$ cat config.mk
export PLATFORM = sky130hd
export DESIGN_NAME = nsq_fifo
export DESIGN_NICKNAME = d
export VERILOG_FILES = /design/src/rtl/nsq_pkg.sv /design/src/rtl/nsq_fifo.sv
export SDC_FILE = /design/constraint.sdc
export NUM_CORES = 1
export LEC_CHECK = 0
export CORE_AREA = 2 2 279 281
export DETAILED_ROUTE_END_ITERATION = 12
export DIE_AREA = 0 0 281 283
export DONT_BUFFER_PORTS = 1
export SYNTH_ARGS = -nofsm -noshare
export SYNTH_HDL_FRONTEND = slang
export SYNTH_SLANG_ARGS = --single-unit
$ cat constraint.sdc
create_clock -name clk_i -period 43.2 [get_ports clk_i]
set_clock_uncertainty 0.15 [all_clocks]
set_input_delay 6.48 -clock clk_i [delete_from_list [all_inputs] [get_ports clk_i]]
set_output_delay 6.48 -clock clk_i [all_outputs]
set_load 0.02 [all_outputs]
$ cat src/rtl/nsq_pkg.sv
package nsq_pkg;

  // configuration register indexes
  typedef enum logic [1:0] {
    CFG_ATLAS_W = 2'd0,
    CFG_ATLAS_H = 2'd1,
    CFG_FILL    = 2'd2,
    CFG_SLICED  = 2'd3
  } nsq_cfg_e;

  // one classified draw handed from the front end to the quad emitter
  typedef struct packed {
    logic        simple;
    logic        fill;
    logic [23:0] rx;
    logic [23:0] ry;
    logic [22:0] rw;
    logic [22:0] rh;
    logic [16:0] tu;
    logic [16:0] tv;
    logic [16:0] tw;
    logic [16:0] th;
    logic [22:0] dl;
    logic [22:0] dr;
    logic [22:0] dt;
    logic [22:0] db;
    logic [16:0] ul;
    logic [16:0] ur;
    logic [16:0] vt;
    logic [16:0] vb;
    logic [15:0] hu;
    logic [15:0] hv;
  } nsq_cmd_t;

  // one emitted result
  typedef struct packed {
    logic [23:0] x;
    logic [23:0] y;
    logic [22:0] w;
    logic [22:0] h;
    logic [16:0] u;
    logic [16:0] v;
    logic [16:0] uw;
    logic [16:0] vh;
    logic        present;
    logic        last;
  } nsq_res_t;

endpackage

$ cat src/rtl/nsq_fifo.sv
module nsq_fifo (
  input  logic              clk_i,
  input  logic              rst_ni,
  input  logic              push_i,
  input  nsq_pkg::nsq_cmd_t data_i,
  output logic              full_o,
  input  logic              pop_i,
  output nsq_pkg::nsq_cmd_t data_o,
  output logic              empty_o
);
  import nsq_pkg::*;

  nsq_cmd_t   mem_q [2];
  logic       wptr_q, rptr_q;
  logic [1:0] cnt_q;

  // pointers and fill level
  always_ff @(posedge clk_i or negedge rst_ni) begin
    if (!rst_ni) begin
      wptr_q <= 1'b0;
      rptr_q <= 1'b0;
      cnt_q  <= '0;
    end else begin
      if (push_i) wptr_q <= ~wptr_q;
      if (pop_i)  rptr_q <= ~rptr_q;
      cnt_q <= cnt_q + {1'b0, push_i} - {1'b0, pop_i};
    end
  end

  // storage
  always_ff @(posedge clk_i) begin
    if (push_i) mem_q[wptr_q] <= data_i;
  end

  assign data_o  = mem_q[rptr_q];
  assign full_o  = (cnt_q == 2'd2);
  assign empty_o = (cnt_q == 2'd0);

endmodule

Word-level counts from Yosys, hierarchy flattened
Memories as Yosys holds them, arrays and structs flattened.
Index checks and enable logic that the tools add are counted.
Widths: inputs -> output; s select.
Storage, ports and cells
  logic and storage cells: 12
  RAM bits: 712
  register bits after elaboration: 4
  output and inout bits: 358
  memories kept: 1
  input bits: 360
Cells by class
  add/subtract/negate cells: 2
  bitwise operators: 2
  multiplexer cells: 2
  eq/ne operators: 1
  reductions and logical operators: 1
Memory list
  mem_q: words 2, bits a word 356, rd ports 1, clocked after memory_dff 0, write ports 1, line nsq_fifo.sv:13  | nsq_cmd_t mem_q [2];
Operators with widths (number)
  $add 2x1->2: 1
  $eq 2x2->1 const B: 1
  $logic_not 2->1: 1
  $mux 1: 2
  $not 1->1: 2
  $sub 2x1->2: 1

Depth between registers and ports, before layout
  depth after elaboration: 2
  mapped depth: 5
  mapped depth without buffers: 5

Worst setup path after synthesis
Ideal clock, no wire load.
  path type: input to register
  start: in push_i
  end: mem mem_q[0][0] in the netlist's numbering (enable)
  stages on the path: 1
  path slack: 20.159 ns
  path buffers: 0
  library setup time: 1.124 ns
  arrival time: 21.767 ns
  path through: nor2b_1
On the way
  word-level cells in the longest chain between the ends: 2
RTL lines
  start: declaration: line nsq_fifo.sv:4  | input logic push_i,
  $mux 1: line nsq_fifo.sv:32  | if (push_i) mem_q[wptr_q] <= data_i;
  $mux 1 (not written as such): line nsq_fifo.sv:32
  end: declaration: line nsq_fifo.sv:13
No other way between the ends.

==> results.ini <==
[logic_synthesis]
synth.ff_latch_count = 716
synth_area_leaders = edfxtp_1 (78%), mux2_4 (18%), mux2_2 (1.1%), buf_6 (1.0%), buf_8 (0.60%)
synth-xor-area-share_pct = 0.151
synthMuxAreaShare_pct = 19.2
synth_fa_ha_area_share_pct = 0.0916
yosysTopAreaCell = edfxtp_1
syn_avg_cell_area_um2 = 24.3
synthCells = 1123
synth_top_area_share_pct = 78.3
yosys_warnings = 0
synthSimpleGateAreaFrac_pct = 0.0824
synthDistinctLibCells = 15
synth_compound_area_share_pct = 0
synth_top_family_by_area = multiplexers
yosysSeqAreaShare_pct = 78.6
syn-num-nets = 1485
synth.cell_area_um2 = 27300

[grt]
grt_start_max_net_pins = 149
use_met3_pct = 7.46
grt_use_met1_pct = 12.3
grt_pass1_wl_um = 78300
grt_overflow_total = 0
grt_pass1_vias = 11200
antenna_found_initial = 3
grt_busiest_layer = met2
met2_usage_pct = 24.8
grt.total_usage_pct = 13.6

[timing]
setup_tns_ns = 0
fin_crit_sh_pct = 26.0
min_period_ns = 11.21
report.final.setup_viol = 0
maxSlewViolCount = 0
tightestPinTransition_ns = 1.16
max_slew_margin_pct = 22.4
rsz0062_at_grt = false
fmax_mhz = 89.2
finalHoldViolCount = 0

[placement]
post-dp-hpwl_um = 39700
io_buffers = 0
gp_congestion = 0.865

[floorplanning]
dieArea_um2 = 79500
die_w_um = 281
num_rows = 102
die_h_um = 283
start_util_pct = 35.6
io-pin-count = 718
core_um2 = 76700

[detailed_routing]
dr.first_iter.drc_count = 563
drt-total-wl_um = 56700
vias = 10500
via_per_inst = 4.64
first_pass_iters = 4
drcViolationCount = 0
drtAntennaViolNets = 0
post_drt_wl_per_cell_um = 24.9

[run_status]
status = completed

[clock_tree]
ctsHoldBuffers = 0
cts_made_buffers = 75
cts_root_buf = clkbuf_16
path_clk_slew_ns = 0.06
htreeDepth = 3
cts_resized = 0
cts.sinks = 716
clock_path_buffers = 3
post-cts-setup-buffers = 0
cts_tree = yes
clk-insertion-delay-late_ns = 0.62

[finish]
fillCellCount = 6759
multi_input_area_um2 = 5350
finalNetCount = 1534
final_util_pct = 40.0
seq_area_um2 = 21500
syn2layout_area_growth_pct = 12.3
drive_gt1_share_pct = 38.5
final_cell_mix = edfxtp_1 (712), mux2_4 (330), clkbuf_16 (76)
layout_commonest_cell = edfxtp_1

[hold_path]
hold_class = reg -> reg

[setup_path]
arrival_ns = 4.58
startpoint_type = flop
required_ns = 36.57
worstPathMaxFanout = 51
end_kind = output port
critical_path_class = reg -> out

[pwr]
cellLeakagePower_uw = 0.0108
peakVddDrop_uv = 70.0
cellPowerDensity_nw_per_um2 = 74.3

[run]
max_cap_violations = 0

[metal layers]
layer | part of all wire, % | up-vias
li1 | - | 4598
met1 | 31 | 5384
met2 | 53 | 463
met3 | 12 | 93
met4 | 3.2 | 4
met5 | 0.065 | -
[cells by family after synthesis]
group,Yosys count
XOR/XNOR,3
adder cells (fa/ha/maj),2
buffers and inverters,42
flip-flops,716
multiplexers,356
AND/OR/NAND/NOR,4
[report_power, final]
group | leakage [uW] | switching, uW | internal [uW]
clock network | 0.00117 | 257 | 364
registers | 0.00673 | 42.7 | 924
logic | 0.00295 | 432 | 262
total | 0.0108 | 732 | 1550
[flip-flops by register name (all words and copies together) (netlist names)]
signal,flops
wptr_q,1
mem_q,712
cnt_q,2
rptr_q,1
[critical path, cell delays in order (launching register included)]
cell and delay [ns]:
dfrtp_4 0.95, buf_4 0.76, buf_4 0.82, buf_4 0.85
mux2_4 0.40
[through the flow]
stage	setup WS (ns)	cell area, um2	std cells	power, uW	hold WS [ns]
after floorplan	20.16	27300	1123	1660	0.305
after global placement	32.67	28300	2135	1680	0.387
after detailed placement	32.58	28300	2135	1690	0.394
after CTS	31.90	30700	2270	2310	0.399
after global routing	31.77	30700	2270	2360	0.432
final	31.99	30700	2274	2280	0.400
[final timing paths]
| check | from | end | slack (ns) | cells after the start |
|---|---|---|---|---|
| min in group asynchronous | rst_ni | cnt_q[0]$_DFF_PN0_ | 5.40 | 0 |
| hold / removal | wptr_q$_DFFE_PN0P_ | wptr_q$_DFFE_PN0P_ | 0.40 | 1 |
| hold reg to reg | wptr_q$_DFFE_PN0P_ | wptr_q$_DFFE_PN0P_ | 0.40 | 1 |
| setup reg to reg | wptr_q$_DFFE_PN0P_ | mem_q[0][314]$_DFFE_PP_ | 38.99 | 4 |
| max in group asynchronous | rst_ni | rptr_q$_DFFE_PN0P_ | 37.39 | 0 |
| setup / recovery | rptr_q$_DFFE_PN0P_ | data_o[175] | 31.99 | 4 |
[layout make-up]
type,count,share of cell area (%)
inverter,2,0.0245
clock inverter,37,1.27
antenna,4,0.0326
clock buffer,98,6.60
timing repair buffer,12,0.416
multi-input combinational,365,17.4
tap,1040,4.24
sequential,716,70.0
[synthesized netlist by cell type (all sizes together)]
| cell type | number |
|---|---|
| dfrtp | 4 |
| buf | 40 |
| mux2 | 356 |
| xor2 | 2 |
| xor3 | 1 |
| inv | 2 |
| and2 | 1 |
| nor2b | 2 |
| ha | 2 |
| edfxtp | 712 |
| nor2 | 1 |
(Power assumes the default switching activity.)
