[src/rtl/nsq_pkg.sv]
package nsq_pkg;

  // configuration register indexes
  typedef enum logic [1:0] {
    CFG_ATLAS_W = 2'd0,
    CFG_ATLAS_H = 2'd1,
    CFG_FILL    = 2'd2,
    CFG_SLICED  = 2'd3
  } nsq_cfg_e;

  // one classified draw handed from the front end to the quad emitter
  typedef struct packed {
    logic        simple;
    logic        fill;
    logic [23:0] rx;
    logic [23:0] ry;
    logic [22:0] rw;
    logic [22:0] rh;
    logic [16:0] tu;
    logic [16:0] tv;
    logic [16:0] tw;
    logic [16:0] th;
    logic [22:0] dl;
    logic [22:0] dr;
    logic [22:0] dt;
    logic [22:0] db;
    logic [16:0] ul;
    logic [16:0] ur;
    logic [16:0] vt;
    logic [16:0] vb;
    logic [15:0] hu;
    logic [15:0] hv;
  } nsq_cmd_t;

  // one emitted result
  typedef struct packed {
    logic [23:0] x;
    logic [23:0] y;
    logic [22:0] w;
    logic [22:0] h;
    logic [16:0] u;
    logic [16:0] v;
    logic [16:0] uw;
    logic [16:0] vh;
    logic        present;
    logic        last;
  } nsq_res_t;

endpackage

[src/rtl/nsq_div.sv]
module nsq_div (
  input  logic        clk_i,
  input  logic        rst_ni,
  input  logic        start_i,
  input  logic [63:0] dividend_i,
  input  logic [31:0] divisor_i,
  output logic        done_o,
  output logic [31:0] quot_o
);
  import nsq_pkg::*;

  logic        busy_q;
  logic        done_q;
  logic [4:0]  cnt_q;
  logic [31:0] rem_q;
  logic [31:0] quo_q;
  logic [31:0] dvs_q;
  logic [32:0] trial;
  logic        ge;
  logic [31:0] rem_d;

  // one quotient bit per cycle, restoring
  always_comb begin
    trial = {rem_q, quo_q[31]};
    ge    = (trial >= {1'b0, dvs_q});
    rem_d = ge ? 32'(trial - {1'b0, dvs_q}) : trial[31:0];
  end

  // control
  always_ff @(posedge clk_i or negedge rst_ni) begin
    if (!rst_ni) begin
      busy_q <= 1'b0;
      done_q <= 1'b0;
      cnt_q  <= '0;
    end else begin
      done_q <= 1'b0;
      if (start_i) begin
        busy_q <= 1'b1;
        cnt_q  <= '0;
      end else if (busy_q) begin
        cnt_q <= cnt_q + 5'd1;
        if (cnt_q == 5'd31) begin
          busy_q <= 1'b0;
          done_q <= 1'b1;
        end
      end
    end
  end

  // datapath
  always_ff @(posedge clk_i) begin
    if (start_i) begin
      rem_q <= dividend_i[63:32];
      quo_q <= dividend_i[31:0];
      dvs_q <= divisor_i;
    end else if (busy_q) begin
      rem_q <= rem_d;
      quo_q <= {quo_q[30:0], ge};
    end
  end

  assign done_o = done_q;
  assign quot_o = quo_q;

endmodule

[config.mk]
export PLATFORM = sky130hd
export DESIGN_NAME = nsq_div
export DESIGN_NICKNAME = d
export VERILOG_FILES = /design/src/rtl/nsq_pkg.sv /design/src/rtl/nsq_div.sv
export SDC_FILE = /design/constraint.sdc
export NUM_CORES = 1
export LEC_CHECK = 0
export ABC_AREA = 1
export BUFFER_PORTS_ARGS = -buffer_cell sky130_fd_sc_hd__buf_2
export CAP_MARGIN = 20
export CORE_MARGIN = 4
export CORE_UTILIZATION = 57
export DETAILED_ROUTE_END_ITERATION = 10
export GPL_ROUTABILITY_DRIVEN = 0
export PLACE_DENSITY_LB_ADDON = 0.1
export SLEW_MARGIN = 30
export SYNTH_ARGS = -nofsm -noshare
export SYNTH_HDL_FRONTEND = slang
export SYNTH_SLANG_ARGS = --single-unit
[constraint.sdc]
create_clock -name clk_i -period 2.8 [get_ports clk_i]
set_input_delay 0.28 -clock clk_i [delete_from_list [all_inputs] [get_ports clk_i]]
set_output_delay 0.28 -clock clk_i [all_outputs]
set_load 0.005 [all_outputs]
Word-level counts from Yosys, hierarchy flattened:

Index checks and enable logic that the tools add are counted.

* output and inout bits: 33
* bits in registers: 103
* input bits: 99

* add/subtract/negate cells: 2
* reduce and logical (&&, ||, !) cells: 1
* muxes and demuxes: 13
* equal/unequal tests: 1
* $lt $le $gt $ge: 1

Operator list (number)
* $mux W32: 5
* $ge A33 B32 Y1: 1
* $sub A32 B32 Y32: 1
* $mux W5: 2
* $mux W1: 6
* $add A5 B1 Y5 const B: 1
* $eq A5 B5 Y1 const B: 1
* $reduce_bool A2 Y1: 1

Depth between registers and ports, before layout:

* word-level depth: 4
* depth in mapped cells: 16
* gate-level depth less buffers: 16

Worst setup path after synthesis:

Ideal clock, no wire load.

* path type: in2reg
* start: input start_i
* end: register quo_q[0] (netlist: quot_o[0]) (enable)
* path slack: -63 ps
* library setup time: 690 ps
* path buffers: 3
* cell stages on the path: 5
* data arrival time: 2173 ps
* cell sequence: clkbuf_1 clkinv_1 clkbuf_1 buf_1 nand2_1

* word-level cells in the longest chain between the ends: 1

RTL lines
* start: declaration: line nsq_div.sv:4 `input logic start_i,`
* $reduce_bool A2 Y1 (no source line)
* end signal: assignment: line nsq_div.sv:54 `quo_q <= dividend_i[31:0];`
* end signal: assignment: line nsq_div.sv:58 `quo_q <= {quo_q[30:0], ge};`
* end: declaration: line nsq_div.sv:16 `logic [31:0] quo_q;`

Every way passes these cells.
A chain may end at the register's enable or synchronous reset.

Worst setup path after layout:

* start: register rem_q[7]
* end: register rem_q[13], data pin

* word-level cells in the longest chain between the ends: 4
* elaborated cells between the ends (all ways): 5
* those cells by class: add/sub (1); order compare (1); mux (3)

RTL lines
* start: declaration: line nsq_div.sv:15 `logic [31:0] rem_q;`
* start signal: assignment: line nsq_div.sv:53 `rem_q <= dividend_i[63:32];`
* start signal: assignment: line nsq_div.sv:57 `rem_q <= rem_d;`
* $sub A32 B32 Y32 or $ge A33 B32 Y1 (tied branches): line nsq_div.sv:26, nsq_div.sv:25
* $mux W32 *: line nsq_div.sv:26 `rem_d = ge ? 32'(trial - {1'b0, dvs_q}) : trial[31:0];`
* $mux W32 *: line nsq_div.sv:56 `end else if (busy_q) begin`
* $mux W32 *: line nsq_div.sv:52 `if (start_i) begin`

Every way passes the cells marked *; elsewhere a longest branch is shown, timed or not. The select of a mux whose other input is x is not followed.

==> qor.txt <==
status = completed
min-delay src = divisor_i[28]
initial DRC count = 393
# rows = 40
final clock skew = 11.51 ps
Tmin final = 2622 ps
Distinct cells, synth = 32
Remaining Overflow, GRT = 0
Slew Limit Fails = 0
Startpoint Class = register
Final setup viols = 0
CP max stage delay = 420 ps
Worst VDD drop = 0.5670 mV
Non-Filler Instances = 1,280
initial antenna violation count = 1
M2 GR Usage = 39.05%
slowest CP cell = edfxtp_1
latest clock arrival within the worst-skew pair = 360 ps
Port-buffer cells = 131
unrepaired setup endpoints after global routing = false
wire per inst = 13.46 µm
# clock sinks = 103
Initial Util = 58.58%
cell family with most CP delay = simple AND/OR/NAND/NOR gates
Crit Path Class = reg2reg
mean area per synthesized cell = 7.255 µm²
DR pass1 iterations = 5
Die H = 119.6 µm
Vias/cell = 4.963
CP dominant cell by count = nand2_1
global-route total usage across every layer = 24.83%
area of the core = 0.01211 mm²
buffers plus inverters on the worst setup path = 3
post-route antenna net violation count = 0
CP Cell Sequence = ha_1 > nand2_1 > inv_2 > nand2_1 > nand2_1 > inv_2 > nand3_2 > nand2_1 > nand2_2 > nand2_4 > buf_4 > nand3b_1 > nand3_1 > nand2_1
Nets = 1,241
postcts setup bufs = 0
post-synth top area share = 40.63%
die width = 119.6 µm
vias in the first global route = 6,057
most common cell after layout, fill and taps aside = nand2_1
CP endpoint kind = register
fmax = 381.3 MHz
CTS tree = built
Ports = 132
met1 usage = 33.53%
Hold Path Class = in2reg
total CTS buffers = 9
setup TNS = 0 ps
Synth warnings = 0
Synth Net Count = 1,112
ranking of synthesized cells by area = edfxtp_1 (41%), nand2_1 (23%), inv_1 (8.0%), ha_1 (6.0%), nand3_1 (4.8%)
Worst Path Max Fanout = 17
pin count of the biggest net entering global routing = 42
pwr dens = 927.3 mW/mm²
post-synthesis sequential area ratio = 43.10%
root cell of the clock tree = clkbuf_16
Max Root-Sink Buffers = 2
register bit count reported by yosys = 103
layout cells sized above 1 = 15.92%
final hold viol count = 0
Synth Cell Area = 0.007096 mm²
WL final = 17,230 µm
largest area contributor in the netlist = edfxtp_1
Rel. slew slack = 66.49%
grt met3 use = 7.304%
Worst EP arrival = 2730 ps
Placed Cells = 1,263
first-pass GRT wire length = 28,500 µm
commonest cells after routing, fill and taps aside = nand2_1 (440), inv_1 (152), buf_2 (130)
Post-DP HPWL = 13,180 µm
Reg-to-Reg Start = rem_q[7]
CTS H-tree lvls = 3
Pleak = 4.513 nW
drt drc = 0
Reg clk slew, reported paths = 80 ps
P&R area growth vs syn = 15.94%
die area = 0.01430 mm²
Top Usage Layer GRT = met2
routed vias = 6,353
Least-Margin Pin Slew = 502.7 ps
Syn Inst Count = 978
final period utilization = 93.66%
Antenna Cells = 0
CP required = 2910 ps
CP startpoint = rem_q[7]
Max-Cap Viols = 0
[cell type report]
type | count | area, µm²
Clock buffer | 11 | 232.7
Clock inverter | 5 | 66.31
Fill cell | 1080 | 3885
Inverter | 160 | 600.6
Multi-Input combinational cell | 693 | 3331
Sequential cell | 103 | 3058
Tap cell | 168 | 210.2
Timing Repair Buffer | 140 | 728.2
[per-layer routing]
metal  routed length (µm)  share of wire [%]
met5                   13              0.075
met4                  439                2.5
met3                 1484                8.6
met2                 7547                 44
met1                 7749                 45
[synthesized netlist by cell type, drive strengths merged]
library cell	instances
fa	1
nor2	55
and2	4
nand2	448
ha	34
a21oi	21
inv	159
clkbuf	11
o21bai	2
nand3	69
xor2	1
nand4	8
edfxtp	96
a31oi	1
clkinv	1
nor3	4
o21ai	6
buf	11
dfrtp	7
nand3b	24
xnor2	13
o21a	2
[cells by family after synthesis]
logic type	after synthesis	synth area share, %
xor gates and xnor gates	14	1.728
AOI/OAI and AO/OA	32	2.522
adders and majority gates	35	6.278
DFF	103	43.10
buffers and inverters	182	10.07
and+or+nand+nor	612	36.31
[flip-flops by register name, indices dropped and copies added, names as in the netlist]
| register | cells |
|---|---|
| busy_q | 1 |
| cnt_q | 5 |
| done_o | 1 |
| dvs_q | 32 |
| quot_o | 32 |
| rem_q | 32 |
[per-stage QoR]
stage	instance area [µm²]	hold WS, ps	worst slack (ps)	power (W)	util (%)
final	8227	86.93	177.5	0.007628	67.92
after global placement	7913	122.2	171.3	0.006244	65.33
after detailed placement	7913	119.9	143.1	0.006279	65.33
after CTS	8222	81.06	130.1	0.007612	67.88
after floorplan	7098	-15.59	566.4	0.005383	-
after global routing	8227	81.97	18.02	0.008336	67.92
[worst register-to-register path, delay by kind of cell (launching register included)]
kind          cells  cell delay (ps)
buf+inv           3              390
simple gates     10             1190
flops             1              420
fa+ha+maj         1              390
[report_power, final]
part	leakage (nW)	internal, W	total, W	switching (W)
clock	0.142	0.000706	0.00131	0.000599
combinational	3.27	0.00148	0.00406	0.00257
sequential	1.10	0.00210	0.00227	0.000169
[final timing paths]
check	endpoint	slack (ps)	depth (start not counted)
min in group asynchronous	cnt_q[4]	270	2
min	dvs_q[28]	90	1
max reg2reg	rem_q[13]	180	14
min reg2reg	cnt_q[2]	510	1
max	rem_q[13]	180	14
max in group asynchronous	busy_q	2370	2
[what timing repair did]
item	in CTS	in global routing
setup endpoints to repair	0	6
resized for setup	0	1
hold endpoints to repair	7	0
hold buffers	1	0
(Power assumes the default switching activity.)
