File: config.mk
export PLATFORM = sky130hd
export DESIGN_NAME = nsq_back
export DESIGN_NICKNAME = d
export VERILOG_FILES = /design/src/rtl/nsq_pkg.sv /design/src/rtl/nsq_back.sv
export SDC_FILE = /design/constraint.sdc
export NUM_CORES = 2
export LEC_CHECK = 0
export BUFFER_PORTS_ARGS = -buffer_cell sky130_fd_sc_hd__clkbuf_2
export CORE_MARGIN = 2
export CORE_UTILIZATION = 60
export DETAILED_ROUTE_END_ITERATION = 10
export PLACE_DENSITY = 0.81
export RECOVER_POWER = 100
export SLEW_MARGIN = 20
export SYNTH_ARGS = -nofsm -noshare
export SYNTH_HDL_FRONTEND = slang
export SYNTH_SLANG_ARGS = --single-unit
File: constraint.sdc
create_clock -name clk_i -period 30.3 [get_ports clk_i]
set_input_delay 6.06 -clock clk_i [delete_from_list [all_inputs] [get_ports clk_i]]
set_output_delay 6.06 -clock clk_i [all_outputs]
set_load 0.05 [all_outputs]
File: src/rtl/nsq_pkg.sv
package nsq_pkg;

  // configuration register indexes
  typedef enum logic [1:0] {
    CFG_ATLAS_W = 2'd0,
    CFG_ATLAS_H = 2'd1,
    CFG_FILL    = 2'd2,
    CFG_SLICED  = 2'd3
  } nsq_cfg_e;

  // one classified draw handed from the front end to the quad emitter
  typedef struct packed {
    logic        simple;
    logic        fill;
    logic [23:0] rx;
    logic [23:0] ry;
    logic [22:0] rw;
    logic [22:0] rh;
    logic [16:0] tu;
    logic [16:0] tv;
    logic [16:0] tw;
    logic [16:0] th;
    logic [22:0] dl;
    logic [22:0] dr;
    logic [22:0] dt;
    logic [22:0] db;
    logic [16:0] ul;
    logic [16:0] ur;
    logic [16:0] vt;
    logic [16:0] vb;
    logic [15:0] hu;
    logic [15:0] hv;
  } nsq_cmd_t;

  // one emitted result
  typedef struct packed {
    logic [23:0] x;
    logic [23:0] y;
    logic [22:0] w;
    logic [22:0] h;
    logic [16:0] u;
    logic [16:0] v;
    logic [16:0] uw;
    logic [16:0] vh;
    logic        present;
    logic        last;
  } nsq_res_t;

endpackage

File: src/rtl/nsq_back.sv
module nsq_back (
  input  logic              clk_i,
  input  logic              rst_ni,
  input  logic              empty_i,
  input  nsq_pkg::nsq_cmd_t cmd_i,
  output logic              pop_o,
  output logic              valid_o,
  output nsq_pkg::nsq_res_t res_o
);
  import nsq_pkg::*;

  typedef enum logic [1:0] {B_IDLE, B_SCAN, B_FLUSH} bstate_e;

  bstate_e  state_q;
  logic [1:0] row_q, col_q;
  logic     pend_vld_q;
  logic     out_vld_q;
  nsq_cmd_t cmd_q;
  nsq_res_t pend_q;
  nsq_res_t out_q;
  nsq_res_t cell_res;
  nsq_res_t simple_res;
  nsq_res_t flush_res;

  logic [23:0]        cx, cy;
  logic signed [24:0] cw, ch;
  logic [16:0]        cu, cv;
  logic signed [18:0] cuw, cvh;
  logic signed [18:0] hu2, hv2;
  logic               keep;
  logic               center;

  // column edges and spans
  always_comb begin
    case (col_q)
      2'd0: begin
        cx  = cmd_q.rx;
        cw  = 25'(cmd_q.dl);
        cu  = cmd_q.tu;
        cuw = 19'(cmd_q.ul);
      end
      2'd1: begin
        cx  = cmd_q.rx + 24'(cmd_q.dl);
        cw  = 25'(cmd_q.rw) - 25'(cmd_q.dl) - 25'(cmd_q.dr);
        cu  = cmd_q.tu + cmd_q.ul;
        cuw = 19'(cmd_q.tw) - 19'(cmd_q.ul) - 19'(cmd_q.ur);
      end
      default: begin
        cx  = cmd_q.rx + 24'(cmd_q.rw) - 24'(cmd_q.dr);
        cw  = 25'(cmd_q.dr);
        cu  = cmd_q.tu + cmd_q.tw - cmd_q.ur;
        cuw = 19'(cmd_q.ur);
      end
    endcase
  end

  // row edges and spans
  always_comb begin
    case (row_q)
      2'd0: begin
        cy  = cmd_q.ry;
        ch  = 25'(cmd_q.dt);
        cv  = cmd_q.tv;
        cvh = 19'(cmd_q.vt);
      end
      2'd1: begin
        cy  = cmd_q.ry + 24'(cmd_q.dt);
        ch  = 25'(cmd_q.rh) - 25'(cmd_q.dt) - 25'(cmd_q.db);
        cv  = cmd_q.tv + cmd_q.vt;
        cvh = 19'(cmd_q.th) - 19'(cmd_q.vt) - 19'(cmd_q.vb);
      end
      default: begin
        cy  = cmd_q.ry + 24'(cmd_q.rh) - 24'(cmd_q.db);
        ch  = 25'(cmd_q.db);
        cv  = cmd_q.tv + cmd_q.th - cmd_q.vb;
        cvh = 19'(cmd_q.vb);
      end
    endcase
  end

  // cell result with half-texel inset
  always_comb begin
    hu2    = {2'b0, cmd_q.hu, 1'b0};
    hv2    = {2'b0, cmd_q.hv, 1'b0};
    center = (row_q == 2'd1) && (col_q == 2'd1);
    keep   = (cw > 25'sd0) && (ch > 25'sd0) && (cuw > 19'sd0) && (cvh > 19'sd0) &&
             !(center && !cmd_q.fill);
    cell_res.x       = cx;
    cell_res.y       = cy;
    cell_res.w       = cw[22:0];
    cell_res.h       = ch[22:0];
    cell_res.u       = cu;
    cell_res.uw      = cuw[16:0];
    cell_res.v       = cv;
    cell_res.vh      = cvh[16:0];
    if (cuw > hu2) begin
      cell_res.u  = cu + 17'(cmd_q.hu);
      cell_res.uw = 17'(cuw - hu2);
    end
    if (cvh > hv2) begin
      cell_res.v  = cv + 17'(cmd_q.hv);
      cell_res.vh = 17'(cvh - hv2);
    end
    cell_res.present = 1'b1;
    cell_res.last    = 1'b0;
  end

  // pass-through quad
  always_comb begin
    simple_res.x       = cmd_i.rx;
    simple_res.y       = cmd_i.ry;
    simple_res.w       = cmd_i.rw;
    simple_res.h       = cmd_i.rh;
    simple_res.u       = cmd_i.tu;
    simple_res.v       = cmd_i.tv;
    simple_res.uw      = cmd_i.tw;
    simple_res.vh      = cmd_i.th;
    simple_res.present = 1'b1;
    simple_res.last    = 1'b1;
  end

  // final result of a sliced draw, empty terminator when nothing was kept
  always_comb begin
    if (pend_vld_q) begin
      flush_res = pend_q;
    end else begin
      flush_res = '0;
    end
    flush_res.last = 1'b1;
  end

  assign pop_o = (state_q == B_IDLE) && !empty_i;

  // cell walk, one cell per cycle
  always_ff @(posedge clk_i or negedge rst_ni) begin
    if (!rst_ni) begin
      state_q    <= B_IDLE;
      row_q      <= '0;
      col_q      <= '0;
      pend_vld_q <= 1'b0;
      out_vld_q  <= 1'b0;
    end else begin
      out_vld_q <= 1'b0;
      case (state_q)
        B_IDLE: begin
          if (!empty_i) begin
            if (cmd_i.simple) begin
              out_vld_q <= 1'b1;
            end else begin
              state_q    <= B_SCAN;
              row_q      <= '0;
              col_q      <= '0;
              pend_vld_q <= 1'b0;
            end
          end
        end
        B_SCAN: begin
          out_vld_q <= keep && pend_vld_q;
          if (keep) pend_vld_q <= 1'b1;
          if (col_q == 2'd2) begin
            col_q <= '0;
            if (row_q == 2'd2) state_q <= B_FLUSH;
            else row_q <= row_q + 2'd1;
          end else begin
            col_q <= col_q + 2'd1;
          end
        end
        B_FLUSH: begin
          out_vld_q <= 1'b1;
          state_q   <= B_IDLE;
        end
        default: state_q <= B_IDLE;
      endcase
    end
  end

  // payload
  always_ff @(posedge clk_i) begin
    case (state_q)
      B_IDLE: begin
        if (!empty_i) begin
          cmd_q <= cmd_i;
          out_q <= simple_res;
        end
      end
      B_SCAN: begin
        if (keep) begin
          out_q  <= pend_q;
          pend_q <= cell_res;
        end
      end
      B_FLUSH: begin
        out_q <= flush_res;
      end
      default: begin
        out_q <= out_q;
      end
    endcase
  end

  assign valid_o = out_vld_q;
  assign res_o   = out_q;

endmodule

### After elaboration in Yosys (flattened, before gate mapping)

Cells that the tools add are included.

| cells by class | value |
|---|---|
| add/subtract/negate cells | 26 |
| shift-type cells | 0 |
| bitwise gates (word level) | 1 |
| order comparisons | 6 |
| div/mod/pow operators | 0 |
| muxes and demuxes | 35 |
| equal/unequal tests | 12 |
| reduce and logical (&&, ||, !) cells | 23 |
| multiply operators | 0 |

Operators by type and width:

| operator | count |
|---|---|
| 164-bit two-way mux | 3 |
| 164-bit case mux with 3 select lines | 1 |
| 25-bit case mux with 2 select lines | 2 |
| 24-bit by 23-bit adder with 24-bit output | 4 |
| 24-bit case mux with 2 select lines | 2 |
| 19-bit case mux with 2 select lines | 2 |
| 17-bit adder | 4 |
| 17-bit two-way mux | 4 |
| 17-bit case mux with 2 select lines | 2 |
| 17-bit subtractor | 4 |
| 25-bit by 1-bit greater-than comparator with 1-bit output (second input constant) | 2 |
| 24-bit by 24-bit subtractor with 25-bit output | 2 |
| 23-bit by 23-bit subtractor with 24-bit output | 2 |
| 24-bit by 23-bit subtractor with 24-bit output | 2 |
| 19-bit by 1-bit greater-than comparator with 1-bit output (second input constant) | 2 |
| 19-bit by 18-bit greater-than comparator with 1-bit output | 2 |
| 18-bit by 18-bit subtractor with 19-bit output | 2 |
| 17-bit by 17-bit subtractor with 18-bit output | 2 |
| 17-bit by 16-bit adder with 17-bit output | 2 |
| 2-bit two-way mux | 9 |
| 2-bit inequality test (second input constant) | 6 |
| 2-bit case mux with 2 select lines | 3 |
| 1-bit logical AND | 8 |
| 4-bit AND reduction | 2 |
| 14 further kinds | 29 |

| storage, ports and cells | value |
|---|---|
| memories kept | 0 |
| memory bits (writable) | 0 |
| ROM bits | 0 |
| bits of input ports | 359 |
| output and inout port bits | 166 |
| latch bits | 0 |
| register bits | 689 |

### Depth between registers and ports, before layout

| depth | value |
|---|---|
| depth after elaboration | 10 |
| depth in mapped cells | 33 |

### Worst setup path after synthesis

Ideal clock, no wire load.

| timing path | value |
|---|---|
| path type | in2out |
| start point | input port empty_i |
| end point | output port pop_o |
| path slack | 2991 ps |
| data arrival time | 21249 ps |
| cell stages on the path | 1 |
| required time | 24240 ps |
| path through | nor2_1 |

| on the way | value |
|---|---|
| word-level cells in the longest chain between the ends | 2 |

RTL lines:

| element | RTL line | text |
|---|---|---|
| from (decl) | nsq_back.sv:4 | `input logic empty_i,` |
| 1-bit logical NOT | n/a |  |
| 1-bit logical AND | nsq_back.sv:132 | `assign pop_o = (state_q == B_IDLE) && !empty_i;` |
| to (decl) | nsq_back.sv:6 | `output logic pop_o,` |

Every way passes these cells.

### Worst setup path after layout

| timing path | value |
|---|---|
| start point | input port empty_i |
| end point | register cmd_q[59] in the netlist's numbering (enable) |

| on the way | value |
|---|---|
| word-level cells in the longest chain between the ends | 2 |

RTL lines:

| element | RTL line | text |
|---|---|---|
| 1-bit NOT (no line) | n/a |  |
| 2-bit AND reduction (no line) | n/a |  |
| to (signal assigned) | nsq_back.sv:182 | `cmd_q <= cmd_i;` |
| to (decl) | nsq_back.sv:18 | `nsq_cmd_t cmd_q;` |

Every way passes these cells.
A chain may end at the register's enable or synchronous reset.

==> flow_metrics.tcl <==
set metrics [dict create \
    clock-sinks 689 \
    rsz0062_at_grt "false" \
    syn-instance-count 4716 \
    yosys_warnings 0 \
    setup-tns-final_ns 0 \
    crit_arrival_ns 15.18 \
    critical_path_required_ns 30.46 \
    ctsHoldBuffers 0 \
    remaining_drc_errors 0 \
    hp-class "reg -> reg" \
    wl_met1_um 53600 \
    path_buf_inv 4 \
    antenna_found_initial 5 \
    status "finished with violations" \
    core_area_sq_um 77600 \
    synthesis.area_sq_um 47000 \
    cts_tree "yes" \
    highest-signal-layer "met5" \
    wl_per_cell_um 20.9 \
    grt_overflow_total 0 \
    routed_wl_um 132000 \
    finClkSkew_ns 0.0331 \
    cts_buffer_depth 3 \
    rrSetupSlack_ns 16.50 \
    numCtsBuffers 75 \
    insertion_delay_ns 0.65 \
    cts_resized 0 \
    rr_worst_depth 16 \
    worstReg2RegEnd "pend_q[139]" \
    drive_gt1_share_pct 6.45 \
    grt_max_degree 167 \
    period_share_pct 49.6 \
    via_count 38100 \
    hold_path_depth 2 \
    first_pass_iters 6 \
    clock.fmax_mhz 66.6 \
    path_class "in -> reg" \
    r2r-start "row_q[1]" \
    grt_pass1_wl_um 202000 \
    ys_seq_area_share_pct 43.9 \
    dp_hpwl_um 97800 \
    drtAntennaViolNets 0 \
    finalWorstPathRequiredPeriod_ns 15.02 \
    async_flop_share_pct 1.16 \
    yosysUniqueCellTypes 103 \
    hold_path_end "res_o[72]" \
    dieArea_sq_um 80600 \
    grtUsageTotal_pct 32.0 \
    drt_iter0_drc 4388 \
    synth_edf_count 681 \
    report.final.hold_viol_count 0 \
    crit_path_start_kind "primary input" \
    gp_congestion 0.954 \
    slowest_stage "clkbuf_1" \
    wl_met2_um 61700 \
    ctsRootBufferMaster "clkbuf_16" \
    die_x_um 284 \
    post-cts-setup-buffers 0 \
    wl_met3_um 11800 \
    violations "max-capacitance violations, max-slew violations" \
    crit_chain "clkbuf_1 -> nor2_1 -> clkbuf_1 -> clkbuf_1 -> clkbuf_1" \
    critical_path.max_stage_delay_ns 2.88 \
    slew_headroom_pct -538 \
    synth.avg_cell_area_sq_um 9.97 \
    synth_ff_type "edfxtp_1" \
    die_y_um 284 \
    fin_nets 6069 \
    synth_fp_nets 5561 \
    max_slew.worst_pin.slew_ns 9.56 \
    critPathTopFamily "buffers and inverters" \
    setup_viol 0 \
    holdCritStartpoint "pend_q[72]" \
    clkTransAtPathRegs_ns 0.07 \
    vias_per_cell 6.03 \
    initial_core_util_pct 60.6 \
    rows 102 \
    cts_max_level 3 \
    path_common_cell "clkbuf_1" \
    drv_slew 1124 \
    cp_max_fo 68 \
    postSynthRegisterBits 689 \
    ioPinCount 525 \
    worstSetupEndpointType "register" \
    grt_pass1_vias 37300 \
    syn2layout_area_growth_pct 11.7 \
    port_buffers 524 \
    cap_violations 19 \
]
-- flip-flops by register name (all words and copies together), names as in the netlist --
signal,count
col_q,2
pend_q,162
valid_o,1
pend_vld_q,1
row_q,2
res_o,164
cmd_q,355
state_q,2
-- cell usage after synthesis (17+ instances only) --
cell	count	area (sq um)
inv_1	766	2880
edfxtp_1	681	20400
ha_1	392	4900
nand2_1	391	1470
o21ai_0	362	1810
a21oi_1	319	1600
nor2_1	218	818
xnor2_1	180	1580
a21o_1	106	796
xor2_1	104	911
fa_1	94	1880
nor3_1	92	460
clkbuf_1	79	297
nand3_1	78	390
a22oi_1	51	383
mux2i_1	48	480
o21a_1	48	360
nor2b_1	43	269
nand2b_1	42	263
o21bai_1	37	278
o211ai_1	35	263
a211oi_1	32	240
a31oi_1	30	188
and3_1	29	181
mux2_2	27	304
nand4_1	27	169
o21ai_1	22	110
o221ai_1	20	175
or3_1	20	125
a21boi_0	17	128
-- worst register-to-register path, delay by kind of cell, from the launching register on --
kind | cells | cell delay (ns)
buffers and inverters | 5 | 7.16
and+or+nand+nor | 7 | 4.53
adders and majority gates | 1 | 0.18
DFF | 1 | 0.38
AOI/OAI and AO/OA | 3 | 1.03
-- how the worst max path moves through the flow --
| stage | start | end | slack, ns | cells after the start |
|---|---|---|---|---|
| after floorplan | empty_i | pop_o | 2.99 | 1 |
| after global placement | empty_i | pop_o | 17.34 | 3 |
| after detailed placement | empty_i | pop_o | 17.34 | 3 |
| after CTS | empty_i | pop_o | 17.34 | 3 |
| after global routing | empty_i | cmd_q[60] | 14.61 | 5 |
| final | empty_i | cmd_q[59] | 15.28 | 5 |
-- per-layer routing --
metal	up-vias	global-route usage (%)
li1	17700	-
met4	2	12.2
met2	1916	52.5
met1	18200	43.2
met5	-	0
met3	286	4.53
-- layout make-up --
class | count | area [sq um]
timing repair buffer | 549 | 2270
multi-input combinational | 3142 | 23000
inverter | 767 | 2880
sequential | 689 | 20700
tap | 1040 | 1300
clock buffer | 91 | 1980
antenna | 4 | 10.0
clock inverter | 45 | 442
fill | 6041 | 25000
-- cell families (layout without fill, tap and decap cells) --
group,count (synthesis),after routing,share of synthesized area (%)
AO/OA/AOI/OAI,1265,1265,17.1
AND/OR/NAND/NOR,1030,1030,10.3
buffers and inverters,885,1452,7.28
flip-flops,689,689,43.9
adder cells (fa/ha/maj),486,486,14.4
XOR/XNOR,285,285,5.32
multiplexers,76,76,1.69
other,0,4,0
-- metrics by stage --
step	hold WS, ns	util [%]	setup WS (ns)	instances	area, sq um
floorplan	0.493	-	2.99	4716	47000
global placement	0.501	65.4	17.34	6187	50700
detailed placement	0.507	65.4	17.34	6187	50700
CTS	0.509	68.5	17.34	6323	53100
global route	0.541	67.7	14.61	6327	52600
finish	0.518	67.7	15.28	6327	52600
-- cell usage in the layout, fill, tap and decap left out, types with 29 or more instances in the layout --
cell type,synthesis,layout
clkbuf_16,0,76
nand2_1,391,391
nor2b_1,43,42
o21bai_1,37,37
a21oi_1,319,318
inv_1,766,766
o21ai_0,362,365
edfxtp_1,681,681
a22oi_1,51,51
o211ai_1,35,35
nor3_1,92,92
clkbuf_2,0,146
o21a_1,48,48
ha_1,392,390
and3_1,29,29
a211oi_1,32,32
clkbuf_1,79,409
a21o_1,106,106
fa_1,94,94
xor2_1,104,104
a31oi_1,30,30
nand2b_1,42,41
nor2_1,218,217
mux2i_1,48,48
nand3_1,78,78
xnor2_1,180,180
Power is not shown: default switching activity piles up to over one toggle a cycle in this logic, so the estimate is an artifact.
