--- config.mk ---
export PLATFORM = sky130hd
export DESIGN_NAME = nsq_front
export DESIGN_NICKNAME = d
export VERILOG_FILES = /design/src/rtl/nsq_pkg.sv /design/src/rtl/nsq_front.sv
export SDC_FILE = /design/constraint.sdc
export NUM_CORES = 2
export LEC_CHECK = 0
export BUFFER_PORTS_ARGS = -buffer_cell sky130_fd_sc_hd__buf_2
export CAP_MARGIN = 20
export CORE_MARGIN = 10
export CORE_UTILIZATION = 39
export DETAILED_ROUTE_END_ITERATION = 6
export PLACE_DENSITY = 0.54
export SYNTH_ARGS = -nofsm -noshare
export SYNTH_HDL_FRONTEND = slang
export SYNTH_SLANG_ARGS = --single-unit
--- constraint.sdc ---
create_clock -name clk_i -period 38.3 [get_ports clk_i]
set_input_delay 5.745 -clock clk_i [delete_from_list [all_inputs] [get_ports clk_i]]
set_output_delay 5.745 -clock clk_i [all_outputs]
set_load 0.05 [all_outputs]
--- src/rtl/nsq_pkg.sv ---
package nsq_pkg;

  // configuration register indexes
  typedef enum logic [1:0] {
    CFG_ATLAS_W = 2'd0,
    CFG_ATLAS_H = 2'd1,
    CFG_FILL    = 2'd2,
    CFG_SLICED  = 2'd3
  } nsq_cfg_e;

  // one classified draw handed from the front end to the quad emitter
  typedef struct packed {
    logic        simple;
    logic        fill;
    logic [23:0] rx;
    logic [23:0] ry;
    logic [22:0] rw;
    logic [22:0] rh;
    logic [16:0] tu;
    logic [16:0] tv;
    logic [16:0] tw;
    logic [16:0] th;
    logic [22:0] dl;
    logic [22:0] dr;
    logic [22:0] dt;
    logic [22:0] db;
    logic [16:0] ul;
    logic [16:0] ur;
    logic [16:0] vt;
    logic [16:0] vb;
    logic [15:0] hu;
    logic [15:0] hv;
  } nsq_cmd_t;

  // one emitted result
  typedef struct packed {
    logic [23:0] x;
    logic [23:0] y;
    logic [22:0] w;
    logic [22:0] h;
    logic [16:0] u;
    logic [16:0] v;
    logic [16:0] uw;
    logic [16:0] vh;
    logic        present;
    logic        last;
  } nsq_res_t;

endpackage

--- src/rtl/nsq_front.sv ---
module nsq_front (
  input  logic                 clk_i,
  input  logic                 rst_ni,
  input  logic                 start_i,
  output logic                 busy_o,
  input  logic signed [23:0]   rect_x_i,
  input  logic signed [23:0]   rect_y_i,
  input  logic [22:0]          rect_w_i,
  input  logic [22:0]          rect_h_i,
  input  logic [16:0]          uv_u_i,
  input  logic [16:0]          uv_v_i,
  input  logic [16:0]          uv_w_i,
  input  logic [16:0]          uv_h_i,
  input  logic signed [23:0]   border_left_i,
  input  logic signed [23:0]   border_top_i,
  input  logic signed [23:0]   border_right_i,
  input  logic signed [23:0]   border_bottom_i,
  input  logic [14:0]          atlas_w_i,
  input  logic [14:0]          atlas_h_i,
  input  logic                 fill_i,
  input  logic                 sliced_i,
  output logic                 div_start_o,
  output logic [63:0]          div_dividend_o,
  output logic [31:0]          div_divisor_o,
  input  logic                 div_done_i,
  input  logic [31:0]          div_quot_i,
  input  logic                 full_i,
  output logic                 push_o,
  output nsq_pkg::nsq_cmd_t    cmd_o
);
  import nsq_pkg::*;

  typedef enum logic [2:0] {
    F_IDLE, F_SIZE, F_CHK, F_OP, F_DST, F_DIV, F_PUSH
  } fstate_e;

  localparam logic [3:0] OP_L  = 4'd0;
  localparam logic [3:0] OP_R  = 4'd1;
  localparam logic [3:0] OP_T  = 4'd2;
  localparam logic [3:0] OP_B  = 4'd3;
  localparam logic [3:0] OP_DL = 4'd4;
  localparam logic [3:0] OP_DR = 4'd5;
  localparam logic [3:0] OP_DT = 4'd6;
  localparam logic [3:0] OP_DB = 4'd7;
  localparam logic [3:0] OP_UL = 4'd8;
  localparam logic [3:0] OP_UR = 4'd9;
  localparam logic [3:0] OP_VT = 4'd10;
  localparam logic [3:0] OP_VB = 4'd11;
  localparam logic [3:0] OP_HU = 4'd12;
  localparam logic [3:0] OP_HV = 4'd13;
  localparam logic [31:0] HALF_TEXEL = 32'd32768;

  fstate_e     state_q;
  logic [3:0]  op_q;
  logic [23:0] rx_q, ry_q;
  logic [22:0] rw_q, rh_q;
  logic [16:0] tu_q, tv_q, tw_q, th_q;
  logic [31:0] s_q [4];
  logic [31:0] spw_q, sph_q;
  logic [63:0] prod_q;
  logic [31:0] dvs_q;
  logic [31:0] res_q [14];
  logic        simple_q;

  logic [31:0] sum_lr, sum_tb;
  logic [23:0] dsum_x, dsum_y;
  logic [31:0] op_a, op_b, op_dvs;
  logic        op_en;
  logic        simple_c;

  // pair sums for the clamps, and the check for a simple draw
  always_comb begin
    sum_lr = s_q[0] + s_q[1];
    sum_tb = s_q[2] + s_q[3];
    dsum_x = {1'b0, res_q[0][30:8]} + {1'b0, res_q[1][30:8]};
    dsum_y = {1'b0, res_q[2][30:8]} + {1'b0, res_q[3][30:8]};
    simple_c = !sliced_i || (spw_q == '0) || (sph_q == '0);
  end

  // operand selection per step: result = a * b / divisor when enabled, else a
  always_comb begin
    op_a   = '0;
    op_b   = 32'd1;
    op_dvs = 32'd1;
    op_en  = 1'b0;
    case (op_q)
      OP_L: begin
        op_a = s_q[0]; op_b = spw_q; op_dvs = sum_lr; op_en = (sum_lr > spw_q);
      end
      OP_R: begin
        op_a = s_q[1]; op_b = spw_q; op_dvs = sum_lr; op_en = (sum_lr > spw_q);
      end
      OP_T: begin
        op_a = s_q[2]; op_b = sph_q; op_dvs = sum_tb; op_en = (sum_tb > sph_q);
      end
      OP_B: begin
        op_a = s_q[3]; op_b = sph_q; op_dvs = sum_tb; op_en = (sum_tb > sph_q);
      end
      OP_DL: begin
        op_a = 32'(res_q[0][30:8]); op_b = 32'(rw_q); op_dvs = 32'(dsum_x);
        op_en = (dsum_x > {1'b0, rw_q});
      end
      OP_DR: begin
        op_a = 32'(res_q[1][30:8]); op_b = 32'(rw_q); op_dvs = 32'(dsum_x);
        op_en = (dsum_x > {1'b0, rw_q});
      end
      OP_DT: begin
        op_a = 32'(res_q[2][30:8]); op_b = 32'(rh_q); op_dvs = 32'(dsum_y);
        op_en = (dsum_y > {1'b0, rh_q});
      end
      OP_DB: begin
        op_a = 32'(res_q[3][30:8]); op_b = 32'(rh_q); op_dvs = 32'(dsum_y);
        op_en = (dsum_y > {1'b0, rh_q});
      end
      OP_UL: begin
        op_a = res_q[0]; op_dvs = 32'(atlas_w_i); op_en = 1'b1;
      end
      OP_UR: begin
        op_a = res_q[1]; op_dvs = 32'(atlas_w_i); op_en = 1'b1;
      end
      OP_VT: begin
        op_a = res_q[2]; op_dvs = 32'(atlas_h_i); op_en = 1'b1;
      end
      OP_VB: begin
        op_a = res_q[3]; op_dvs = 32'(atlas_h_i); op_en = 1'b1;
      end
      OP_HU: begin
        op_a = HALF_TEXEL; op_dvs = 32'(atlas_w_i); op_en = 1'b1;
      end
      OP_HV: begin
        op_a = HALF_TEXEL; op_dvs = 32'(atlas_h_i); op_en = 1'b1;
      end
      default: begin
        op_a = '0;
      end
    endcase
  end

  // sequencer
  always_ff @(posedge clk_i or negedge rst_ni) begin
    if (!rst_ni) begin
      state_q <= F_IDLE;
      op_q    <= OP_L;
    end else begin
      case (state_q)
        F_IDLE: begin
          if (start_i) state_q <= F_SIZE;
        end
        F_SIZE: state_q <= F_CHK;
        F_CHK: begin
          op_q <= OP_L;
          state_q <= simple_c ? F_PUSH : F_OP;
        end
        F_OP: begin
          if (op_en) begin
            state_q <= F_DST;
          end else if (op_q == OP_HV) begin
            state_q <= F_PUSH;
          end else begin
            op_q <= op_q + 4'd1;
          end
        end
        F_DST: state_q <= F_DIV;
        F_DIV: begin
          if (div_done_i) begin
            if (op_q == OP_HV) begin
              state_q <= F_PUSH;
            end else begin
              op_q    <= op_q + 4'd1;
              state_q <= F_OP;
            end
          end
        end
        F_PUSH: begin
          if (!full_i) state_q <= F_IDLE;
        end
        default: state_q <= F_IDLE;
      endcase
    end
  end

  // datapath
  always_ff @(posedge clk_i) begin
    if (state_q == F_IDLE && start_i) begin
      rx_q   <= rect_x_i;
      ry_q   <= rect_y_i;
      rw_q   <= rect_w_i;
      rh_q   <= rect_h_i;
      tu_q   <= uv_u_i;
      tv_q   <= uv_v_i;
      tw_q   <= uv_w_i;
      th_q   <= uv_h_i;
      s_q[0] <= border_left_i[23]   ? '0 : {1'b0, border_left_i[22:0], 8'b0};
      s_q[1] <= border_right_i[23]  ? '0 : {1'b0, border_right_i[22:0], 8'b0};
      s_q[2] <= border_top_i[23]    ? '0 : {1'b0, border_top_i[22:0], 8'b0};
      s_q[3] <= border_bottom_i[23] ? '0 : {1'b0, border_bottom_i[22:0], 8'b0};
    end
    if (state_q == F_SIZE) begin
      spw_q <= 32'(tw_q) * 32'(atlas_w_i);
      sph_q <= 32'(th_q) * 32'(atlas_h_i);
    end
    if (state_q == F_CHK) simple_q <= simple_c;
    if (state_q == F_OP) begin
      prod_q <= {32'b0, op_a} * {32'b0, op_b};
      dvs_q  <= op_dvs;
      if (!op_en) res_q[op_q] <= op_a;
    end
    if (state_q == F_DIV && div_done_i) res_q[op_q] <= div_quot_i;
  end

  assign busy_o         = (state_q != F_IDLE);
  assign div_start_o    = (state_q == F_DST);
  assign div_dividend_o = prod_q;
  assign div_divisor_o  = dvs_q;
  assign push_o         = (state_q == F_PUSH) && !full_i;

  // request to the emitter
  always_comb begin
    cmd_o.simple = simple_q;
    cmd_o.fill   = fill_i;
    cmd_o.rx     = rx_q;
    cmd_o.ry     = ry_q;
    cmd_o.rw     = rw_q;
    cmd_o.rh     = rh_q;
    cmd_o.tu     = tu_q;
    cmd_o.tv     = tv_q;
    cmd_o.tw     = tw_q;
    cmd_o.th     = th_q;
    cmd_o.dl     = res_q[OP_DL][22:0];
    cmd_o.dr     = res_q[OP_DR][22:0];
    cmd_o.dt     = res_q[OP_DT][22:0];
    cmd_o.db     = res_q[OP_DB][22:0];
    cmd_o.ul     = res_q[OP_UL][16:0];
    cmd_o.ur     = res_q[OP_UR][16:0];
    cmd_o.vt     = res_q[OP_VT][16:0];
    cmd_o.vb     = res_q[OP_VB][16:0];
    cmd_o.hu     = res_q[OP_HU][15:0];
    cmd_o.hv     = res_q[OP_HV][15:0];
  end

endmodule

After elaboration in Yosys (flattened, before gate mapping)
Memory sizes are Yosys's and may differ from the RTL's.
Index checks and enable logic that the tools add are counted.
W data, S select, Z words.
Cells by class
  $add $sub $neg: 5
  multipliers: 3
  divide/modulo/power cells: 0
  magnitude comparators: 4
  eq/ne operators: 24
  shift operators: 0
  mux-type cells: 28
  bitwise logic cells: 1
  reduce and logical (&&, ||, !) cells: 23
Operators by type and width (number)
  $pmux W32 S13: 1
  $pmux W32 S6: 1
  $pmux W32 S4: 1
  $mux W31: 4
  $add A32 B32 Y32: 2
  $gt A32 B32 Y1: 2
  $logic_not A32 Y1: 2
  $mul A17 B15 Y32: 2
  $mul A32 B32 Y64: 1
  $add A23 B23 Y24: 2
  $gt A24 B23 Y1: 2
  $mux W32: 1
  $eq A4 B4 Y1 const B: 6
  $mux W3: 7
  $pmux W3 S7: 1
  $eq A4 B3 Y1 const B: 4
  $mux W4: 3
  $pmux W4 S3: 1
  $reduce_or A2 Y1: 5
  $eq A3 B3 Y1 const B: 3
  $eq A4 B2 Y1 const B: 2
  $ne A2 B2 Y1 const B: 4
  $mux W1: 7
  $eq A3 B2 Y1 const B: 2
  other kinds (16): 22
Word-level totals
  bits in registers: 330
  latch bits: 0
  memory bits (writable): 572
  ROM bits: 0
  input bits: 327
  output and inout bits: 455
  logic and storage cells: 105
  memories kept: 2
Memories
  res_q: depth 14, width 32, rd ports 14, clocked after Yosys merged registers in 0, write ports 1, RTL line nsq_front.sv:62  | logic [31:0] res_q [14];
  s_q: depth 4, width 31, rd ports 4, clocked after Yosys merged registers in 0, write ports 4, RTL line nsq_front.sv:58  | logic [31:0] s_q [4];

Depth between registers and ports, before layout
An unclocked memory read counts as a cell.
  depth after elaboration: 8
  gate-level depth with buffers: 38
  gate-level depth less buffers: 34

Worst setup path after synthesis
No wires, ideal clock.
  path kind: input to register
  start: input port start_i
  end: register rh_q[0] (enable)
  setup time: 0.870 ns
  arrival time: 16.207 ns
  required time: 37.430 ns
  slack: 21.223 ns
  stages: 2
  path buffers: 0
  cell sequence: inv_1 -> nor2_1
On the way
  cells in the longest elaborated chain, start to end: 1
Ends and longest elaborated chain
  from (decl): RTL line nsq_front.sv:4  | input logic start_i,
  $logic_and A1 B1 Y1: RTL line nsq_front.sv:184  | if (state_q == F_IDLE && start_i) begin
  to (signal assigned): RTL line nsq_front.sv:188  | rh_q <= rect_h_i;
  to (decl): RTL line nsq_front.sv:56  | logic [22:0] rw_q, rh_q;
No other way between the ends.
A chain may end at the register's enable or synchronous reset.

Worst setup path after layout
  start: input port full_i
  end: output port push_o
On the way
  cells in the longest elaborated chain, start to end: 2
Ends and longest elaborated chain
  from (decl): RTL line nsq_front.sv:27  | input logic full_i,
  $logic_not A1 Y1: RTL line nsq_front.sv:215  | assign push_o = (state_q == F_PUSH) && !full_i;
  $logic_and A1 B1 Y1: RTL line nsq_front.sv:215
  to (decl): RTL line nsq_front.sv:28  | output logic push_o,
No other way between the ends.

==> reports/metrics.yaml <==
status: "complete, but fails checks"
violations: "design-rule violations"
wl_per_cell_um: 28.2
h-tree-depth: 3
yosys_warnings: 0
wirelength_um: 323000
cts_buffers: 87
final_nets: 10900
place.gp.congestion: 0.957
holdPathEnd: "state_q[0]"
layout_common_cells: "inv_1, fa_1, nand2_1"
grt_use_total: 0.282
first_pass_iters: 7
ys_seq_area_frac: 0.275
core_area_mm2: 0.207
synth_ff_type: "edfxtp_1"
dp.final_hpwl_um: 262000
start_util: 0.391
max_slew.worst_pin.slew_ns: 1.15
overflow: 0
grt_antenna_before_repair: 48
cts.path.max_buffers: 3
drt-initial-drc-count: 5740
reg2reg_to: "div_dividend_o[63]"
arrival_ns: 6.52
clock_latency_ns: 0.78
finalHoldViolations: 0
grt_max_degree: 65
critPathKind: "in -> out"
chipHeight_um: 476
finClkSkew_ns: 0.0741
ys_types: 76
fin_util: 0.445
numPortBuffers: 779
hold_slack_ns: 0.619
cts-root-buf: "clkbuf_16"
syn_area_per_cell_um2: 10.3
vias: 61900
postLayoutCellArea_mm2: 0.0921
cts.sinks: 742
r2r_start: "op_q[1]"
r2r_slack_ns: 26.64
drv_slew: 0
critPathLaunchType: "primary input"
drc: 4
setup_viol: 0
ctsResizeCount: 0
die_w_um: 476
cts_setup_buffers: 0
synth-edff-count: 735
synth_cells: 7827
hold_buffers: 0
drive_gt1_frac: 0.135
relSlewSlack: 0.234
cts_tree: "yes"
final_common_cell: "inv_1"
syn_to_final_growth_pct: 13.8
cap_violations: 0
ff2ff_path_depth: 34
placed_cell_area_mm2: 0.0890
io_pins: 782
cp-end-kind: "output pin"
ys_async_sr_fraction: 0.00943
rsz0062_at_grt: "no"
min_path_cells: 2
post-route-min-period_ns: 12.27
ant_nets: 0
ys_ff_latch: 742
setup-tns-final_ns: 0
clk_pin_slew_ns: 0.06
row_count: 167
min_from: "state_q[2]"
hp-class: "reg -> reg"
path_max_fanout: 3
max_freq_ghz: 0.0815
required_ns: 32.55
die_area_mm2: 0.226
netlist_area_mm2: 0.0809
min_period_over_period: 0.320
grt_pass1_wl_um: 464000
grt_pass1_vias: 65600
vias_per_cell: 5.42
## per-stage QoR
stage | worst slack [ns] | std cells
finish | 26.03 | 11400
detailed placement | 25.90 | 11200
CTS | 26.03 | 11400
floorplan | 21.22 | 7928
global placement | 25.92 | 11200
global route | 25.99 | 11400
## how the worst max path moves through the flow
stage	start	endpoint	slack, ns	cells past startpoint
after global placement	atlas_h_i[3]	sph_q[31]	25.92	22
after global routing	full_i	push_o	25.99	3
after detailed placement	atlas_h_i[3]	sph_q[31]	25.90	22
after floorplan	start_i	rh_q[0]	21.22	2
final	full_i	push_o	26.03	3
after CTS	full_i	push_o	26.03	3
## logic make-up after synthesis
group / Yosys count / share of synthesized area
adders and majority gates: 1931 / 0.418
DFF: 742 / 0.275
AOI/OAI and AO/OA: 951 / 0.0792
buffers and inverters: 1787 / 0.0832
muxes: 10 / 0.00127
xor gates and xnor gates: 191 / 0.0207
and+or+nand+nor: 2213 / 0.123
other: 2 / 0.0000928
## Yosys cell counts (60+ instances only)
| master | count | area (um^2) |
|---|---|---|
| and2_1 | 233 | 1460 |
| nor2b_1 | 132 | 826 |
| clkbuf_1 | 317 | 1190 |
| ha_1 | 645 | 8070 |
| xnor2_1 | 131 | 1150 |
| a22oi_1 | 134 | 1010 |
| inv_1 | 1448 | 5440 |
| fa_1 | 1286 | 25700 |
| nand2_1 | 895 | 3360 |
| a21oi_1 | 255 | 1280 |
| nor2_1 | 657 | 2470 |
| xor2_1 | 60 | 526 |
| a21o_1 | 84 | 631 |
| edfxtp_1 | 735 | 22100 |
| o21ai_0 | 121 | 606 |
## metal layers
metal	up-vias	GRT usage	part of all wire
met2	2815	0.463	0.47
met3	607	0.0630	0.084
met4	32	0.146	0.062
li1	26700	-	-
met5	-	0	0.00074
met1	31800	0.349	0.38
## area by class of cell
class | instances | area (um^2)
sequential | 742 | 22200
tap | 2704 | 3380
clock inverter | 61 | 739
antenna | 20 | 50.0
multi-input combinational | 5399 | 52700
fill | 19900 | 115000
timing repair buffer | 954 | 5270
clock buffer | 101 | 2240
inverter | 1449 | 5440
## critical path, cell delays in order
cell and delay [ns]:
buf_2 0.12, nor4_1 0.30, buf_2 0.36
## sequential cells by signal, summed over array words and instances (netlist names)
register / cells
tw_q: 17
s_q: 92
rx_q: 24
th_q: 17
ry_q: 24
tu_q: 17
div_dividend_o: 64
div_divisor_o: 32
simple_q: 1
spw_q: 32
res_q: 320
state_q: 3
tv_q: 17
sph_q: 32
op_q: 4
rw_q: 23
rh_q: 23
Power is not shown: default switching activity piles up to over one toggle a cycle in this logic, so the estimate is an artifact.
